==> src/rtl/iopwm_pkg.sv <==
package iopwm_pkg;

	localparam logic [15:0] WindowReset = 16'd1000;

	// one quotient bit per step; only the low word of the quotient is ever kept
	localparam int DivSteps = 32;
	localparam int DivCntW  = $clog2(DivSteps);

	typedef struct packed {
		logic        is_read_cmd;
		logic [31:0] byte_count;
		logic [31:0] latency;
	} in_word_t;

	typedef struct packed {
		logic [15:0] read_rate;
		logic [15:0] write_rate;
		logic [15:0] total_rate;
		logic [47:0] read_bandwidth;
		logic [47:0] write_bandwidth;
		logic [47:0] total_bandwidth;
		logic [31:0] min_lat;
		logic [31:0] max_lat;
		logic [31:0] avg_lat;
		logic        window_published;
	} out_word_t;

	typedef enum logic [1:0] {
		ST_IDLE,
		ST_LOAD,
		ST_DIV,
		ST_DONE
	} state_t;

	typedef struct packed {
		logic upd;
		logic div_load;
		logic div_step;
		logic out_load;
	} cmd_t;

endpackage

==> src/rtl/iopwm_ctrl.sv <==
module iopwm_ctrl (
	input  logic            clk,
	input  logic            arst_n,
	input  logic            in_valid,
	output logic            in_ready,
	output logic            out_valid,
	input  logic            out_ready,
	output iopwm_pkg::cmd_t cmd
);

	iopwm_pkg::state_t                 state_q, state_nxt;
	logic [iopwm_pkg::DivCntW-1:0]     cnt_q;
	logic                              out_valid_q;

	always_ff @(posedge clk or negedge arst_n) begin
		if (!arst_n) begin
			state_q <= iopwm_pkg::ST_IDLE;
		end else begin
			state_q <= state_nxt;
		end
	end

	always_ff @(posedge clk or negedge arst_n) begin
		if (!arst_n) begin
			cnt_q <= '0;
		end else if (cmd.div_load) begin
			cnt_q <= '0;
		end else if (cmd.div_step) begin
			cnt_q <= cnt_q + 1'b1;
		end
	end

	always_ff @(posedge clk or negedge arst_n) begin
		if (!arst_n) begin
			out_valid_q <= 1'b0;
		end else if (cmd.out_load) begin
			out_valid_q <= 1'b1;
		end else if (out_ready) begin
			out_valid_q <= 1'b0;
		end
	end

	always_comb begin
		state_nxt = state_q;
		cmd       = '0;
		in_ready  = 1'b0;
		unique case (state_q)
			iopwm_pkg::ST_IDLE: begin
				in_ready = 1'b1;
				if (in_valid) begin
					cmd.upd   = 1'b1;
					state_nxt = iopwm_pkg::ST_LOAD;
				end
			end
			iopwm_pkg::ST_LOAD: begin
				cmd.div_load = 1'b1;
				state_nxt    = iopwm_pkg::ST_DIV;
			end
			iopwm_pkg::ST_DIV: begin
				cmd.div_step = 1'b1;
				if (cnt_q == iopwm_pkg::DivCntW'(iopwm_pkg::DivSteps - 1)) begin
					state_nxt = iopwm_pkg::ST_DONE;
				end
			end
			iopwm_pkg::ST_DONE: begin
				// wait here until the output word has been taken
				if (!out_valid_q || out_ready) begin
					cmd.out_load = 1'b1;
					state_nxt    = iopwm_pkg::ST_IDLE;
				end
			end
			default: begin
				state_nxt = iopwm_pkg::ST_IDLE;
			end
		endcase
	end

	assign out_valid = out_valid_q;

endmodule

==> src/rtl/iopwm_dp.sv <==
module iopwm_dp (
	input  logic                 clk,
	input  logic                 arst_n,
	input  logic                 cfg_we,
	input  logic [15:0]          cfg_wdata,
	input  iopwm_pkg::cmd_t      cmd,
	input  iopwm_pkg::in_word_t  in_word,
	output iopwm_pkg::out_word_t out_word
);

	function automatic logic [15:0] sat_inc16(input logic [15:0] a);
		return (a == '1) ? a : a + 16'd1;
	endfunction

	function automatic logic [47:0] sat_add48(input logic [47:0] a, input logic [47:0] b);
		logic [48:0] s;
		s = {1'b0, a} + {1'b0, b};
		return s[48] ? '1 : s[47:0];
	endfunction

	logic [15:0] window_q;
	logic [15:0] items_q;
	logic [15:0] win_rd_cmds_q, win_wr_cmds_q;
	logic [47:0] win_rd_bytes_q, win_wr_bytes_q;
	logic [15:0] pub_rd_cmds_q, pub_wr_cmds_q;
	logic [47:0] pub_rd_bytes_q, pub_wr_bytes_q;
	logic [31:0] lat_min_q, lat_max_q;
	logic [63:0] lat_total_q;
	logic [31:0] lat_samples_q;
	logic        published_q;

	// divider
	logic [31:0] rem_q;
	logic [31:0] dvd_q;
	logic [31:0] dvs_q;
	logic        quo_sat_q;
	logic [32:0] trial;
	logic        trial_ge;
	logic [32:0] trial_diff;

	iopwm_pkg::out_word_t out_q;

	logic        pub_hit;
	logic [15:0] items_base, rd_cmds_base, wr_cmds_base;
	logic [47:0] rd_bytes_base, wr_bytes_base;
	logic [64:0] lat_sum;
	logic [16:0] rate_sum;

	always_ff @(posedge clk or negedge arst_n) begin
		if (!arst_n) begin
			window_q <= iopwm_pkg::WindowReset;
		end else if (cfg_we) begin
			window_q <= cfg_wdata;
		end
	end

	assign pub_hit       = items_q >= window_q;
	assign items_base    = pub_hit ? '0 : items_q;
	assign rd_cmds_base  = pub_hit ? '0 : win_rd_cmds_q;
	assign wr_cmds_base  = pub_hit ? '0 : win_wr_cmds_q;
	assign rd_bytes_base = pub_hit ? '0 : win_rd_bytes_q;
	assign wr_bytes_base = pub_hit ? '0 : win_wr_bytes_q;
	assign lat_sum       = {1'b0, lat_total_q} + {33'd0, in_word.latency};

	always_ff @(posedge clk or negedge arst_n) begin
		if (!arst_n) begin
			items_q        <= '0;
			win_rd_cmds_q  <= '0;
			win_wr_cmds_q  <= '0;
			win_rd_bytes_q <= '0;
			win_wr_bytes_q <= '0;
			pub_rd_cmds_q  <= '0;
			pub_wr_cmds_q  <= '0;
			pub_rd_bytes_q <= '0;
			pub_wr_bytes_q <= '0;
			lat_min_q      <= '0;
			lat_max_q      <= '0;
			lat_total_q    <= '0;
			lat_samples_q  <= '0;
			published_q    <= 1'b0;
		end else if (cmd.upd) begin
			if (pub_hit) begin
				pub_rd_cmds_q  <= win_rd_cmds_q;
				pub_wr_cmds_q  <= win_wr_cmds_q;
				pub_rd_bytes_q <= win_rd_bytes_q;
				pub_wr_bytes_q <= win_wr_bytes_q;
			end
			published_q <= pub_hit;
			items_q     <= sat_inc16(items_base);
			if (in_word.is_read_cmd) begin
				win_rd_cmds_q  <= sat_inc16(rd_cmds_base);
				win_rd_bytes_q <= sat_add48(rd_bytes_base, {16'd0, in_word.byte_count});
				win_wr_cmds_q  <= wr_cmds_base;
				win_wr_bytes_q <= wr_bytes_base;
			end else begin
				win_rd_cmds_q  <= rd_cmds_base;
				win_rd_bytes_q <= rd_bytes_base;
				win_wr_cmds_q  <= sat_inc16(wr_cmds_base);
				win_wr_bytes_q <= sat_add48(wr_bytes_base, {16'd0, in_word.byte_count});
			end
			// first sample seeds both extremes
			if (lat_samples_q == '0 || in_word.latency < lat_min_q) begin
				lat_min_q <= in_word.latency;
			end
			if (lat_samples_q == '0 || in_word.latency > lat_max_q) begin
				lat_max_q <= in_word.latency;
			end
			lat_total_q   <= lat_sum[64] ? '1 : lat_sum[63:0];
			lat_samples_q <= (lat_samples_q == '1) ? lat_samples_q : lat_samples_q + 32'd1;
		end
	end

	// Restoring divide of the low quotient word. High word nonzero means
	// the average does not fit and is forced to all ones.
	assign trial      = {rem_q, dvd_q[31]};
	assign trial_diff = trial - {1'b0, dvs_q};
	assign trial_ge   = trial >= {1'b0, dvs_q};

	always_ff @(posedge clk) begin
		if (cmd.div_load) begin
			rem_q     <= lat_total_q[63:32];
			dvd_q     <= lat_total_q[31:0];
			dvs_q     <= lat_samples_q;
			quo_sat_q <= lat_total_q[63:32] >= lat_samples_q;
		end else if (cmd.div_step) begin
			rem_q <= trial_ge ? trial_diff[31:0] : trial[31:0];
			dvd_q <= {dvd_q[30:0], trial_ge};
		end
	end

	assign rate_sum = {1'b0, pub_rd_cmds_q} + {1'b0, pub_wr_cmds_q};

	always_ff @(posedge clk) begin
		if (cmd.out_load) begin
			out_q.read_rate        <= pub_rd_cmds_q;
			out_q.write_rate       <= pub_wr_cmds_q;
			out_q.total_rate       <= rate_sum[16] ? '1 : rate_sum[15:0];
			out_q.read_bandwidth   <= pub_rd_bytes_q;
			out_q.write_bandwidth  <= pub_wr_bytes_q;
			out_q.total_bandwidth  <= sat_add48(pub_rd_bytes_q, pub_wr_bytes_q);
			out_q.min_lat          <= lat_min_q;
			out_q.max_lat          <= lat_max_q;
			out_q.avg_lat          <= quo_sat_q ? '1 : dvd_q;
			out_q.window_published <= published_q;
		end
	end

	assign out_word = out_q;

endmodule

==> src/rtl/io_performance_window_monitor.sv <==
// Windowed command-rate, bandwidth and latency monitor. Each input word is one
// completed command (read/write, bytes, latency in us); each produces exactly one
// output word holding the counts of the last published window, latency min/max
// since reset and the truncated average latency. A window closes when an item
// arrives and window_items items are already counted; that item publishes the
// window and starts the next. Each item passes through an update step, a divider
// load step, a one-bit-per-cycle restoring divider for the average, and an output
// register load that waits until the previous output word has been taken.
// in_ready is high only while no item is in flight; a finished word waits in the
// output register, and the next item may already be accepted while it waits.
// cfg_we writes window_items (reset 1000) and must only be used while idle.
module io_performance_window_monitor (
	input  logic                 clk,
	input  logic                 arst_n,
	input  logic                 cfg_we,
	input  logic [15:0]          cfg_wdata,
	input  logic                 in_valid,
	output logic                 in_ready,
	input  iopwm_pkg::in_word_t  in_word,
	output logic                 out_valid,
	input  logic                 out_ready,
	output iopwm_pkg::out_word_t out_word
);

	iopwm_pkg::cmd_t cmd;

	iopwm_ctrl u_ctrl (
		.clk       (clk),
		.arst_n    (arst_n),
		.in_valid  (in_valid),
		.in_ready  (in_ready),
		.out_valid (out_valid),
		.out_ready (out_ready),
		.cmd       (cmd)
	);

	iopwm_dp u_dp (
		.clk       (clk),
		.arst_n    (arst_n),
		.cfg_we    (cfg_we),
		.cfg_wdata (cfg_wdata),
		.cmd       (cmd),
		.in_word   (in_word),
		.out_word  (out_word)
	);

endmodule
==> config.mk <==
export PLATFORM = sky130hd
export DESIGN_NAME = io_performance_window_monitor
export DESIGN_NICKNAME = d
export VERILOG_FILES = /design/src/rtl/iopwm_pkg.sv /design/src/rtl/iopwm_ctrl.sv /design/src/rtl/iopwm_dp.sv /design/src/rtl/io_performance_window_monitor.sv
export SDC_FILE = /design/constraint.sdc
export NUM_CORES = 2
export LEC_CHECK = 0
export BUFFER_PORTS_ARGS = -buffer_cell sky130_fd_sc_hd__buf_2
export CORE_MARGIN = 3
export CORE_UTILIZATION = 25
export CTS_CLUSTER_DIAMETER = 60
export DETAILED_ROUTE_END_ITERATION = 7
export SLEW_MARGIN = 25
export SYNTH_ARGS = -nofsm -noshare
export SYNTH_HDL_FRONTEND = slang
export SYNTH_SLANG_ARGS = --single-unit
==> constraint.sdc <==
create_clock -name clk -period 13.75 [get_ports clk]
set_input_delay 4.125 -clock clk [delete_from_list [all_inputs] [get_ports clk]]
set_output_delay 4.125 -clock clk [all_outputs]
set_load 0.02 [all_outputs]
==> results.md <==
- Run status: complete, no violations
- Initial antenna violation count: 32
- Iteration-0 DRC Markers: 2709
- Post-CTS Hold Buffers: 0
- PortBufs: 376
- Post-Synthesis Net Count: 4709
- Part of the power in registers: 36.9%
- Crit path DAT: 7.78 ns
- Ys flop type: dfrtp_1
- Clock transition at path regs: 0.06 ns
- Worst Skew: 0.0391 ns
- IO Pins: 377
- FFs w/ async S/R, synth: 54.2%
- Residual DRC: 0
- WP data required: 14.36 ns
- Post-synth EDFFs: 386
- Pwr Total: 10.4 mW
- Setup TNS Final: 0 ns
- Crit-path slowest cell: nor4_1
- Via/cell ratio: 4.86
- Placed Area: 50000 um2
- Most frequent CP cell: o21ai_0
- Cell-by-cell trace of the critical path: buf_2, ha_1, inv_1, fa_1, nor2b_1, o21bai_1, a21bo_2, a21oi_1, o21ai_0, o211ai_2, a41oi_2, nor4_1, nand2_1, o21ai_0
- Grt ovf: 0
- Later-pin clock latency in the skew report: 0.71 ns
- Overall global routing resource usage: 14.2%
- Worst Hold Class: flop to flop
- Post-synthesis cell type count: 91
- Final hold viol count: 0
- Syn-to-layout area delta: 17.7%
- P_sw: 3.85 mW
- Proportion of synthesized chip area in sequential cells: 50.9%
- Cell area power density: 195 nW/um2
- Area of the die: 186000 um2
- WS Path Type: input pin to flop
- CTS tree: done
- Seq cells post-synth: 843
- Sink Count: 843
- Buf/Inv on CP: 2
- Slew margin rel.: 17.2%
- CTS resizes: 0
- Family with the most delay on the worst path: simple AND/OR/NAND/NOR gates
- First-pass GRT wire length: 207000 um
- Worst setup EP type: flop
- CP peak stage delay: 0.75 ns
- Final ANT Viol Nets: 0
- CTS buffer count: 92
- Synthesized cell area: 45300 um2
- Mapped Avg Cell Area: 10.5 um2
- Die width: 432 um
- Placer Congestion: 0.937
- Share of cells above drive strength 1: 17.7%
- Post-DP HPWL: 101000 um
- Sw Share: 37.0%
- Mapped Cells: 4303
- # Post-CTS Setup Buffers: 0
- Internal power: 6.56 mW
- Max Fclk: 139 MHz
- Final Net Count: 5073
- Worst setup margin: 6.58 ns
- WL final: 136000 um
- Min cycle time layout: 7.17 ns
- Slew Limit Fails: 0
- Drt wl/cell: 19.1 um
- Leakage: 23.6 nW
- Worst-margin pin slew: 1.23 ns
- Peak VDD IR: 0.123 mV
- Finished Cell Area: 53300 um2
- Number of setup violations in the final report: 0
- Vias: 34628
- Area occupied by multi-input gates: 21000 um2
- Startpoint class of the critical path: input pin
- Period utilization: 52.1%
- Die Height: 432 um
- Core Footprint: 179000 um2
- Pre-CTS setup slack: 5.93 ns
- Vias in the first global route: 33556
- Starting density of the core: 25.3%
- Layout fillers: 18502
- FF/Latch Area: 23000 um2
- Total of max-cap violations: 0
- Root Buffer: clkbuf_16
- Standard-cell rows: 155
- Yosys warnings: 0
- CTS H-tree lvls: 3
- Largest net degree at the start of global routing: 157
- Max clock buf depth: 3
- Comb pwr share: 37.7%
- RSZ-0062 raised after global routing: false
- Clock Power Share: 25.3%
- Crit-path max FO: 17
- 1st-pass router iterations: 6
## synth_stat cells (57+ instances only)
cell type | n | area share (%)
dfrtp_1 | 451 | 25
a21oi_1 | 229 | 2.5
nand4_1 | 57 | 0.79
inv_1 | 227 | 1.9
o21ai_0 | 264 | 2.9
edfxtp_1 | 386 | 26
and2_1 | 98 | 1.4
ha_1 | 314 | 8.7
nand3_1 | 107 | 1.2
nand2_1 | 637 | 5.3
xor2_1 | 92 | 1.8
xnor2_1 | 127 | 2.5
a21o_1 | 125 | 2.1
clkbuf_1 | 118 | 0.98
a31oi_1 | 81 | 1.1
nor2_1 | 181 | 1.5
mux2_2 | 174 | 4.3
## power groups by stage
stage                     registers, mW  logic [mW]  clock network (mW)
final                              3.85        3.93                2.64
after global routing               3.92        4.36                2.79
after CTS                          3.86        3.91                2.70
after detailed placement           3.90        3.88                   0
after global placement             3.88        3.83                   0
after floorplan                    4.05        2.64                   0
## flip-flops by register name, indices dropped and copies added, names as in the netlist, 32 cells and up
register / count
u_dp.lat_total_q: 64
u_dp.dvd_q: 32
u_dp.lat_samples_q: 32
u_dp.win_wr_bytes_q: 48
u_dp.out_word: 289
u_dp.rem_q: 32
u_dp.pub_rd_bytes_q: 48
u_dp.lat_min_q: 32
u_dp.pub_wr_bytes_q: 48
u_dp.win_rd_bytes_q: 48
u_dp.lat_max_q: 32
u_dp.dvs_q: 32
## logic make-up after synthesis
group | count (synthesis) | synth area share [%]
simple gates | 1392 | 14.5
mux | 188 | 4.64
compound gates | 972 | 13.7
xor+xnor | 219 | 4.23
flops | 843 | 50.9
buf+inv | 369 | 3.11
fa+ha+maj | 320 | 8.94
## per-stage QoR
stage                     utilization, %  instances  hold WS, ns
after global placement              27.9       6925        0.450
after CTS                           29.7       7098        0.462
final                               29.8       7120        0.464
after global routing                29.8       7120        0.467
after floorplan                        -       4303        0.425
after detailed placement            27.9       6925        0.452
## layout make-up
| class | instances | share of cell area [%] |
|---|---|---|
| clock inverter | 57 | 1.17 |
| timing repair buffer | 412 | 4.22 |
| tap | 2355 | 5.53 |
| multi-input combinational | 3091 | 39.3 |
| clock buffer | 116 | 4.87 |
| inverter | 227 | 1.60 |
| sequential | 843 | 43.2 |
| antenna | 19 | 0.0892 |
## worst register-to-register path, cell delays in order (launching register included)
cell and delay (ns):
dfstp_2 0.52, inv_1 0.07, ha_1 0.31, a21o_1 0.19, a21o_1 0.19, a21oi_2 0.18, nand2_1 0.11, a311oi_4 0.29
buf_4 0.22, o21a_4 0.39, buf_4 0.45, and2_1 0.21, ha_1 0.20, fa_1 0.23, a21o_1 0.13, a21oi_1 0.09
nand2b_1 0.17, a21oi_1 0.43, a31oi_1 0.35, or4_1 0.59, a31oi_2 0.40, buf_4 0.37, and2_1 0.33, a31oi_1 0.06
o21ai_0 0.11
## worst paths after layout
check                                           to  slack, ns  cells past startpoint               from
setup / recovery              u_dp.lat_total_q[35]       6.58                     14         in_word[0]
setup reg to reg           u_dp.win_rd_bytes_q[27]       7.06                     24   u_dp.window_q[9]
hold / removal                   u_dp.out_word[70]       0.46                      0  u_dp.lat_min_q[5]
hold reg to reg                  u_dp.out_word[70]       0.46                      0  u_dp.lat_min_q[5]
max in group asynchronous    u_dp.pub_wr_cmds_q[3]       8.59                      3             arst_n
min in group asynchronous   u_dp.pub_rd_bytes_q[7]       3.45                      1             arst_n
## routing by layer
| metal | wire length (um) | track usage [%] | up-vias |
|---|---|---|---|
| li1 | - | - | 16268 |
| met1 | 58400 | 18.5 | 17169 |
| met2 | 65700 | 23.7 | 927 |
| met3 | 5800 | 1.38 | 264 |
| met4 | 5880 | 6.69 | 0 |
| met5 | 0 | 0 | - |
## layout by cell type (no fill, tap or decap), drive strengths merged, types with 92 or more instances in the layout
cell type	Yosys	final
nand2	637	637
dfrtp	451	451
buf	24	412
edfxtp	386	386
ha	314	314
o21ai	268	268
inv	227	237
a21oi	231	231
nor2	181	181
mux2	174	174
xnor2	127	127
a21o	125	125
clkbuf	118	116
nand3	107	107
and2	98	98
xor2	92	92
Note: power is estimated with default switching activity, not from simulation.
